$ cat src/rtl/core/tcgp_pkg.sv
// ----------------------------------------------------------------------------
// tcgp_pkg
// Shared constants, types and the glyph decode for the text cursor glyph placer.
// ----------------------------------------------------------------------------
package tcgp_pkg;

   localparam int COLUMNS     = 40;
   localparam int ROWS        = 25;
   localparam int COL_W       = 6;
   localparam int ROW_W       = 5;
   localparam int CNT_W       = 16;
   localparam int IDX_W       = 6;
   localparam int ADDR_W      = 32;
   localparam int CSR_IDX_W   = 2;
   localparam int QUEUE_DEPTH = 4;
   localparam int QPTR_W      = 2;

   localparam logic [ADDR_W-1:0] GLYPH_BYTES = 32'h0000_004B;
   localparam logic [COL_W-1:0]  LAST_COL    = COL_W'(COLUMNS - 1);
   localparam logic [ROW_W-1:0]  LAST_ROW    = ROW_W'(ROWS - 1);
   localparam logic [CNT_W-1:0]  COUNT_MAX   = '1;

   localparam logic [7:0] CHAR_NUL       = 8'h00;
   localparam logic [7:0] CHAR_BACKSPACE = 8'h08;
   localparam logic [7:0] CHAR_NEWLINE   = 8'h0A;
   localparam logic [7:0] CHAR_SPACE     = 8'h20;

   localparam logic [CSR_IDX_W-1:0] CSR_INK_COLOR  = 2'd0;
   localparam logic [CSR_IDX_W-1:0] CSR_DRAW_FLAGS = 2'd1;
   localparam logic [CSR_IDX_W-1:0] CSR_GLYPH_BASE = 2'd2;

   localparam logic KIND_DRAW   = 1'b0;
   localparam logic KIND_REPORT = 1'b1;

   typedef struct packed {
      logic             valid;
      logic [IDX_W-1:0] idx;
      logic             opq;
   } glyph_type;

   // One queue entry: everything the back end needs to emit an item's results.
   typedef struct packed {
      logic             has_draw;
      logic [COL_W-1:0] draw_col;
      logic [ROW_W-1:0] draw_row;
      logic [IDX_W-1:0] draw_idx;
      logic             draw_opq;
      logic             has_report;
      logic [COL_W-1:0] end_col;
      logic [ROW_W-1:0] end_row;
      logic [CNT_W-1:0] count;
   } cmd_type;

   function automatic glyph_type glyph_lookup(input logic [7:0] c);
      glyph_type g;
      g = '{valid: 1'b1, idx: '0, opq: 1'b0};
      if (c >= 8'h41 && c <= 8'h5A) begin
         g.idx = IDX_W'(c - 8'h40);
      end else if (c >= 8'h61 && c <= 8'h7A) begin
         g.idx = IDX_W'(c - 8'h60);
      end else if (c >= 8'h30 && c <= 8'h3A) begin
         g.idx = IDX_W'(c - 8'h30 + 8'd27);
      end else begin
         case (c)
            CHAR_SPACE: begin
               g.opq = 1'b1;
            end
            8'h2E: g.idx = 6'd39;
            8'h2F: g.idx = 6'd41;
            8'h3E: g.idx = 6'd40;
            8'h27: g.idx = 6'd38;
            8'h2C: g.idx = 6'd43;
            8'h7C: g.idx = 6'd42;
            default: g.valid = 1'b0;
         endcase
      end
      return g;
   endfunction

endpackage

$ cat src/rtl/core/tcgp_front.sv
// ----------------------------------------------------------------------------
// tcgp_front
// Accepts characters, tracks cursor, count and stop flag, and queues commands.
// ----------------------------------------------------------------------------
module tcgp_front
   import tcgp_pkg::*;
(
   input  logic             clock,
   input  logic             reset,
   input  logic             req_valid,
   output logic             req_stall,
   input  logic [7:0]       req_char_code,
   input  logic [COL_W-1:0] req_start_col,
   input  logic [ROW_W-1:0] req_start_row,
   input  logic             req_first_char,
   input  logic             req_last_char,
   input  logic             queue_full,
   output logic             push,
   output cmd_type          push_cmd
);

   logic [COL_W-1:0] col_ff, col_in;
   logic [ROW_W-1:0] row_ff, row_in;
   logic [CNT_W-1:0] count_ff, count_in;
   logic             stopped_ff, stopped_in;

   logic             accept;
   logic [COL_W-1:0] col_s;
   logic [ROW_W-1:0] row_s;
   logic [CNT_W-1:0] count_s;
   logic             stop_s;
   logic             bump;
   glyph_type        glyph;

   assign req_stall = queue_full;
   assign accept    = req_valid && !queue_full;
   assign glyph     = glyph_lookup(req_char_code);

   always_comb begin
      col_s   = req_first_char ? req_start_col : col_ff;
      row_s   = req_first_char ? req_start_row : row_ff;
      count_s = req_first_char ? '0 : count_ff;
      stop_s  = req_first_char ? !(req_start_col < COL_W'(COLUMNS) &&
                                   req_start_row < ROW_W'(ROWS))
                               : stopped_ff;

      col_in     = col_s;
      row_in     = row_s;
      stopped_in = stop_s;
      bump       = 1'b0;
      push_cmd   = '0;

      if (!stop_s) begin
         if (req_char_code == CHAR_NUL) begin
            stopped_in = 1'b1;
         end else if (req_char_code != CHAR_BACKSPACE) begin
            push_cmd.has_draw = glyph.valid;
            push_cmd.draw_col = col_s;
            push_cmd.draw_row = row_s;
            push_cmd.draw_idx = glyph.idx;
            push_cmd.draw_opq = glyph.opq;
            if (col_s < LAST_COL && req_char_code != CHAR_NEWLINE) begin
               col_in = col_s + 1'b1;
               bump   = 1'b1;
            end else if (row_s < LAST_ROW) begin
               col_in = '0;
               row_in = row_s + 1'b1;
               bump   = 1'b1;
            end else begin
               stopped_in = 1'b1;
            end
         end else begin
            if (col_s != '0) begin
               col_in = col_s - 1'b1;
               bump   = 1'b1;
            end else if (row_s != '0) begin
               col_in = LAST_COL;
               row_in = row_s - 1'b1;
               bump   = 1'b1;
            end else begin
               stopped_in = 1'b1;
            end
            push_cmd.has_draw = bump;
            push_cmd.draw_col = col_in;
            push_cmd.draw_row = row_in;
            push_cmd.draw_idx = '0;
            push_cmd.draw_opq = 1'b1;
         end
      end

      count_in = (bump && count_s != COUNT_MAX) ? count_s + 1'b1 : count_s;

      push_cmd.has_report = req_last_char;
      push_cmd.end_col    = col_in;
      push_cmd.end_row    = row_in;
      push_cmd.count      = count_in;
      push = accept && (push_cmd.has_draw || push_cmd.has_report);
   end

   always_ff @(posedge clock) begin
      if (reset) begin
         col_ff     <= '0;
         row_ff     <= '0;
         count_ff   <= '0;
         stopped_ff <= 1'b0;
      end else if (accept) begin
         col_ff     <= col_in;
         row_ff     <= row_in;
         count_ff   <= count_in;
         stopped_ff <= stopped_in;
      end
   end

endmodule

$ cat src/rtl/core/tcgp_queue.sv
// ----------------------------------------------------------------------------
// tcgp_queue
// Short first-in first-out queue of commands between front and back end.
// ----------------------------------------------------------------------------
module tcgp_queue
   import tcgp_pkg::*;
(
   input  logic    clock,
   input  logic    reset,
   input  logic    push,
   input  cmd_type push_cmd,
   output logic    full,
   input  logic    pop,
   output logic    head_valid,
   output cmd_type head_cmd
);

   cmd_type           entry_ff [QUEUE_DEPTH];
   logic [QPTR_W-1:0] wr_ptr_ff, rd_ptr_ff;
   logic [QPTR_W:0]   fill_ff, fill_in;
   logic              do_pop;

   assign full       = fill_ff == (QPTR_W + 1)'(QUEUE_DEPTH);
   assign head_valid = fill_ff != '0;
   assign head_cmd   = entry_ff[rd_ptr_ff];
   assign do_pop     = pop && head_valid;

   always_comb begin
      fill_in = fill_ff;
      if (push && !do_pop) begin
         fill_in = fill_ff + 1'b1;
      end else if (!push && do_pop) begin
         fill_in = fill_ff - 1'b1;
      end
   end

   always_ff @(posedge clock) begin
      if (reset) begin
         wr_ptr_ff <= '0;
         rd_ptr_ff <= '0;
         fill_ff   <= '0;
      end else begin
         fill_ff <= fill_in;
         if (push) begin
            wr_ptr_ff <= wr_ptr_ff + 1'b1;
         end
         if (do_pop) begin
            rd_ptr_ff <= rd_ptr_ff + 1'b1;
         end
      end
   end

   always_ff @(posedge clock) begin
      if (push) begin
         entry_ff[wr_ptr_ff] <= push_cmd;
      end
   end

endmodule

$ cat src/rtl/core/tcgp_back.sv
// ----------------------------------------------------------------------------
// tcgp_back
// Turns queued commands into glyph draw and end-of-string result items.
// ----------------------------------------------------------------------------
module tcgp_back
   import tcgp_pkg::*;
(
   input  logic              clock,
   input  logic              reset,
   input  logic [ADDR_W-1:0] glyph_base,
   input  logic              head_valid,
   input  cmd_type           head_cmd,
   output logic              pop,
   output logic              rsp_valid,
   input  logic              rsp_stall,
   output logic              rsp_kind,
   output logic [8:0]        rsp_pixel_x,
   output logic [7:0]        rsp_pixel_y,
   output logic [ADDR_W-1:0] rsp_glyph_addr,
   output logic              rsp_opaque_override,
   output logic [COL_W-1:0]  rsp_end_col,
   output logic [ROW_W-1:0]  rsp_end_row,
   output logic [CNT_W-1:0]  rsp_count,
   output logic              rsp_last
);

   logic              valid_ff;
   logic              draw_done_ff, draw_done_in;
   logic              load;
   logic              emit_draw;
   logic              kind_ff, kind_in;
   logic [8:0]        px_ff, px_in;
   logic [7:0]        py_ff, py_in;
   logic [ADDR_W-1:0] addr_ff, addr_in;
   logic              opq_ff, opq_in;
   logic [COL_W-1:0]  ecol_ff, ecol_in;
   logic [ROW_W-1:0]  erow_ff, erow_in;
   logic [CNT_W-1:0]  cnt_ff, cnt_in;
   logic              last_ff, last_in;

   assign load      = head_valid && (!valid_ff || !rsp_stall);
   assign emit_draw = head_cmd.has_draw && !draw_done_ff;

   always_comb begin
      kind_in = KIND_REPORT;
      px_in   = '0;
      py_in   = '0;
      addr_in = '0;
      opq_in  = 1'b0;
      ecol_in = '0;
      erow_in = '0;
      cnt_in  = '0;
      last_in = 1'b1;
      if (emit_draw) begin
         kind_in = KIND_DRAW;
         px_in   = {head_cmd.draw_col, 3'b000};
         py_in   = {head_cmd.draw_row, 3'b000};
         addr_in = glyph_base + GLYPH_BYTES * ADDR_W'(head_cmd.draw_idx);
         opq_in  = head_cmd.draw_opq;
         last_in = !head_cmd.has_report;
      end else begin
         ecol_in = head_cmd.end_col;
         erow_in = head_cmd.end_row;
         cnt_in  = head_cmd.count;
      end
      pop          = load && last_in;
      draw_done_in = load ? !last_in : draw_done_ff;
   end

   always_ff @(posedge clock) begin
      if (reset) begin
         valid_ff     <= 1'b0;
         draw_done_ff <= 1'b0;
      end else begin
         draw_done_ff <= draw_done_in;
         if (load) begin
            valid_ff <= 1'b1;
         end else if (!rsp_stall) begin
            valid_ff <= 1'b0;
         end
      end
   end

   always_ff @(posedge clock) begin
      if (load) begin
         kind_ff <= kind_in;
         px_ff   <= px_in;
         py_ff   <= py_in;
         addr_ff <= addr_in;
         opq_ff  <= opq_in;
         ecol_ff <= ecol_in;
         erow_ff <= erow_in;
         cnt_ff  <= cnt_in;
         last_ff <= last_in;
      end
   end

   assign rsp_valid           = valid_ff;
   assign rsp_kind            = kind_ff;
   assign rsp_pixel_x         = px_ff;
   assign rsp_pixel_y         = py_ff;
   assign rsp_glyph_addr      = addr_ff;
   assign rsp_opaque_override = opq_ff;
   assign rsp_end_col         = ecol_ff;
   assign rsp_end_row         = erow_ff;
   assign rsp_count           = cnt_ff;
   assign rsp_last            = last_ff;

endmodule

$ cat src/rtl/core/text_cursor_glyph_placer_core.sv
// ----------------------------------------------------------------------------
// text_cursor_glyph_placer_core
// Places a character stream on a 40 by 25 text screen as glyph draw items.
// ----------------------------------------------------------------------------
// Channel   Direction  Handshake             Moves
// req_      in         req_valid/req_stall   one character item
// rsp_      out        rsp_valid/rsp_stall   one draw or end-of-string item
// csr_      in         csr_write             one register write
//
// The front end takes one character per cycle while req_stall is low and
// updates the cursor at once. The back end emits one result item per cycle
// while rsp_stall is low; a character with both a draw and a report gives two items.
// A four-entry queue separates the two; req_stall is high only when it is full.
// Reset clears cursor, count, stop flag, queue and glyph base.
// The ink color and draw flag registers are accepted but drive no output.
// ----------------------------------------------------------------------------
module text_cursor_glyph_placer_core
   import tcgp_pkg::*;
(
   input  logic                 clock,
   input  logic                 reset,
   input  logic                 csr_write,
   input  logic [CSR_IDX_W-1:0] csr_index,
   input  logic [ADDR_W-1:0]    csr_data,
   input  logic                 req_valid,
   output logic                 req_stall,
   input  logic [7:0]           req_char_code,
   input  logic [COL_W-1:0]     req_start_col,
   input  logic [ROW_W-1:0]     req_start_row,
   input  logic                 req_first_char,
   input  logic                 req_last_char,
   output logic                 rsp_valid,
   input  logic                 rsp_stall,
   output logic                 rsp_kind,
   output logic [8:0]           rsp_pixel_x,
   output logic [7:0]           rsp_pixel_y,
   output logic [ADDR_W-1:0]    rsp_glyph_addr,
   output logic                 rsp_opaque_override,
   output logic [COL_W-1:0]     rsp_end_col,
   output logic [ROW_W-1:0]     rsp_end_row,
   output logic [CNT_W-1:0]     rsp_count,
   output logic                 rsp_last
);

   logic [ADDR_W-1:0] glyph_base_ff;
   logic              push, pop, queue_full, head_valid;
   cmd_type           push_cmd, head_cmd;

   always_ff @(posedge clock) begin
      if (reset) begin
         glyph_base_ff <= '0;
      end else if (csr_write && csr_index == CSR_GLYPH_BASE) begin
         glyph_base_ff <= csr_data;
      end
   end

   tcgp_front u_front (
      .clock          (clock),
      .reset          (reset),
      .req_valid      (req_valid),
      .req_stall      (req_stall),
      .req_char_code  (req_char_code),
      .req_start_col  (req_start_col),
      .req_start_row  (req_start_row),
      .req_first_char (req_first_char),
      .req_last_char  (req_last_char),
      .queue_full     (queue_full),
      .push           (push),
      .push_cmd       (push_cmd)
   );

   tcgp_queue u_queue (
      .clock      (clock),
      .reset      (reset),
      .push       (push),
      .push_cmd   (push_cmd),
      .full       (queue_full),
      .pop        (pop),
      .head_valid (head_valid),
      .head_cmd   (head_cmd)
   );

   tcgp_back u_back (
      .clock               (clock),
      .reset               (reset),
      .glyph_base          (glyph_base_ff),
      .head_valid          (head_valid),
      .head_cmd            (head_cmd),
      .pop                 (pop),
      .rsp_valid           (rsp_valid),
      .rsp_stall           (rsp_stall),
      .rsp_kind            (rsp_kind),
      .rsp_pixel_x         (rsp_pixel_x),
      .rsp_pixel_y         (rsp_pixel_y),
      .rsp_glyph_addr      (rsp_glyph_addr),
      .rsp_opaque_override (rsp_opaque_override),
      .rsp_end_col         (rsp_end_col),
      .rsp_end_row         (rsp_end_row),
      .rsp_count           (rsp_count),
      .rsp_last            (rsp_last)
   );

endmodule
$ cat config.mk
export PLATFORM = sky130hd
export DESIGN_NAME = text_cursor_glyph_placer_core
export DESIGN_NICKNAME = d
export VERILOG_FILES = /design/src/rtl/core/tcgp_pkg.sv /design/src/rtl/core/tcgp_front.sv /design/src/rtl/core/tcgp_queue.sv /design/src/rtl/core/tcgp_back.sv /design/src/rtl/core/text_cursor_glyph_placer_core.sv
export SDC_FILE = /design/constraint.sdc
export NUM_CORES = 1
export LEC_CHECK = 0
export BUFFER_PORTS_ARGS = -buffer_cell sky130_fd_sc_hd__buf_2
export CAP_MARGIN = 15
export CORE_MARGIN = 8
export CORE_UTILIZATION = 55
export CTS_BUF_LIST = sky130_fd_sc_hd__clkbuf_4 sky130_fd_sc_hd__clkbuf_8 sky130_fd_sc_hd__clkbuf_16
export CTS_CLUSTER_SIZE = 24
export DETAILED_ROUTE_END_ITERATION = 7
export GPL_TIMING_DRIVEN = 0
export PLACE_DENSITY_LB_ADDON = 0.15
export SLEW_MARGIN = 0
export SYNTH_ARGS = -nofsm -noshare
export SYNTH_HDL_FRONTEND = slang
export SYNTH_SLANG_ARGS = --single-unit
$ cat constraint.sdc
create_clock -name clock -period 9.1 [get_ports clock]
set_input_delay 0.455 -clock clock [delete_from_list [all_inputs] [get_ports clock]]
set_output_delay 0.455 -clock clock [all_outputs]
set_load 0.01 [all_outputs]
==> metrics.csv <==
metric;value;unit
unrepaired setup endpoints after global routing;no;
Setup Buffers After CTS;0;
storage element area;9260;um2
Final GP Congestion;0.945;
CP required;9.47;ns
first-pass GRT wire length;60.1;mm
Antenna Nets Post-Route;0;
Post-synth top flop;edfxtp_1;
final worst slack;2.43;ns
Worst Setup End Kind;flip-flop;
HPWL Detailed;27.4;mm
Worst-path clk slew;0.06;ns
1st-pass router iterations;5;
post-CTS resize count;0;
footprint of the multi-input gates;6370;um2
Post-Place Worst Slack;2.31;ns
CP bufs+invs;6;
Final Hold Fails;0;
via count;11100;
maxcap violations;0;
period utilisation layout;0.733;
ys async rst share;0;
Die W;187;um
drt drc;0;
Worst Hold Slack;0.163;ns
status;finished, final reports clean;
proportion of layout cells with a drive suffix above 1;0.201;
Initial Util;0.560;
largest net degree at the start of global routing;34;
Syn Std Cell Area;16100;um2
H-tree Lvls;2;
Skew-Pair Late Insertion Delay;0.53;ns
sequential area share after synthesis;0.574;
library cells used by synthesis;86;
most frequent CP cell;ha_1;
gr usage total;0.213;
Total Routed Length;38.2;mm
DR iter-0 viols;877;
Core Box Area;28800;um2
CP arrival;7.04;ns
GR Overflow Total;0;
average size of a mapped cell;12.6;um2
critical path cell sequence;buf_1, buf_1, mux4_2, ha_1, ha_1, inv_1, fa_1, fa_1, inv_1, ha_1, o21ai_0, o21ai_1, nand3b_1, and3_1, clkbuf_1, clkbuf_1, or4_1, a21oi_1;
Fillers;2257;
Die Y;187;um
worst-path fanout max;10;
Max IR drop VDD;0.000259;V
R2R setup slack;2.43;ns
worst-case clock buffer depth;3;
final setup violation count;0;
IO Port Bufs;132;
final instance area;18600;um2
Final Max Tran Viols;0;
Worst path slowest cell;buf_1;
Max-Slew Margin vs Limit;0.301;
Worst Hold Class;in -> reg;
Finished Core Util;0.645;
Cell Area, Placed;17400;um2
fmax;150;MHz
Num CTS Buffers;35;
CP top delay family;buffers and inverters;
Worst Setup Start Kind;flip-flop;
num rows;62;
Mapped Cells;1277;
class of the most critical setup path;reg -> reg;
fin crit period;6.67;ns
pwr dens;287;nW/um2
fin nets;1579;
antenna violations before repair;1;
CTS tree;yes;
io pins;141;
Fin Setup TNS;0;ns
CTS Sinks;332;
Die Footprint;35000;um2
EDFF count, synth;261;
Ys Warns;0;
vias in the first global route;10800;
root buf cell;clkbuf_16;
Slew @ Worst Pin;1.05;ns
slowest stage delay, CP;0.79;ns
clk_skew;0.0213;ns
Pleak;0.00674;uW
DR vias/cell;5.93;
hold-fix buffers at CTS;0;
Area Growth Syn to Fin;15.1;%
routed len/inst;20.4;um
Yosys reg bits;332;
==> path summary, 6_finish.rpt <==
path                                       start                         to  depth (start not counted)
worst max-delay path                   flip-flop  u_back.rsp_glyph_addr[30]                         18
worst min-delay path                csr_data[21]          glyph_base_ff[21]                          3
worst max register to register         flip-flop  u_back.rsp_glyph_addr[30]                         18
worst min register to register  glyph_base_ff[4]           glyph_base_ff[4]                          2
==> kinds of logic (layout without fill, tap and decap cells) <==
| group | Yosys count | in the layout | share of synthesized area |
|---|---|---|---|
| AOI/OAI and AO/OA | 247 | 247 | 0.108 |
| xor gates and xnor gates | 29 | 29 | 0.0158 |
| adders and majority gates | 61 | 61 | 0.0529 |
| buffers and inverters | 123 | 326 | 0.0329 |
| DFF | 332 | 332 | 0.574 |
| muxes | 66 | 66 | 0.0787 |
| other | 1 | 7 | 0.000233 |
| and+or+nand+nor | 418 | 418 | 0.137 |
==> cell usage in the layout (no fill, tap or decap), types with 13 or more instances in the layout <==
master / count
xnor2_1: 19
dfxtp_1: 71
buf_2: 140
clkbuf_1: 45
nor3_1: 21
and2_1: 45
or3_1: 21
nand2_1: 117
or4_1: 17
a21o_1: 15
inv_1: 52
nand4_1: 14
mux4_2: 47
clkbuf_16: 35
edfxtp_1: 261
o31ai_1: 16
a21oi_1: 86
a211oi_1: 13
o21ai_0: 31
nand3_1: 41
and3_1: 16
ha_1: 49
nor2_1: 58
==> worst reg2reg max path: cells and delay by family (launching register included) <==
kind / cells / cell delay [ns]
muxes: 1 / 0.69
buffers and inverters: 6 / 2.05
adders and majority gates: 5 / 1.91
AOI/OAI and AO/OA: 3 / 0.53
and+or+nand+nor: 3 / 0.98
DFF: 1 / 0.36
==> synth_stat cells, drive strengths merged, types with 8 or more instances <==
master  count  area (um2)
a211oi     15         138
a21oi      87         435
xnor2      19         166
xor2       10        87.6
inv        52         195
o21ai      32         160
clkbuf     45         169
nor2b      11        68.8
o31ai      16         120
dfxtp      71        1420
nand4      15         100
nor3       25         158
nand3      41         205
a31oi      13        96.3
a21o       16         121
fa         12         240
buf        26         166
mux2i      13         143
nand2     118         445
and2       49         307
or3        21         131
or4        17         128
ha         49         613
mux4       47        1060
edfxtp    261        7840
nor3b      10        75.1
nor2       58         218
nor4        8        50.1
and3       16         100
==> area by class of cell <==
| class | instances | area share |
|---|---|---|
| Buffer | 71 | 0.0181 |
| Clock inverter | 20 | 0.00937 |
| Inverter | 52 | 0.0105 |
| Antenna cell | 1 | 0.000135 |
| Multi-Input combinational cell | 827 | 0.343 |
| Sequential cell | 332 | 0.499 |
| Clock buffer | 44 | 0.0515 |
| Timing Repair Buffer | 139 | 0.0423 |
| Tap cell | 384 | 0.0259 |
==> routing by layer <==
layer	global-route usage	part of all wire	vias to the layer above
met1	0.283	0.44	5414
met3	0.0388	0.059	82
met2	0.348	0.47	372
met5	0	0	-
li1	-	-	5216
met4	0.0736	0.033	0
==> registers in the layout (all words and copies together), names as in the netlist, 3 cells and up, named ones only <==
signal                 cells
u_back.rsp_count          16
u_back.rsp_end_col         6
u_queue.fill_ff            3
u_back.rsp_pixel_y         5
u_front.row_ff             5
glyph_base_ff             32
u_front.col_ff             6
u_queue.entry_ff         188
u_front.count_ff          16
u_back.rsp_end_row         5
u_back.rsp_glyph_addr     32
u_back.rsp_pixel_x         6
==> power by group <==
part	switching [uW]	leakage (uW)	internal, uW
clock	596	0.000550	787
sequential	73.7	0.00305	1990
combinational	1130	0.00313	763
total	1800	0.00674	3540
==> per-stage QoR <==
step,total power (uW),cells
floorplan,3420,1282
global placement,3970,1798
detailed placement,3990,1804
CTS,5380,1868
global route,5670,1870
finish,5330,1870
Power figures use the tool's default switching activity.
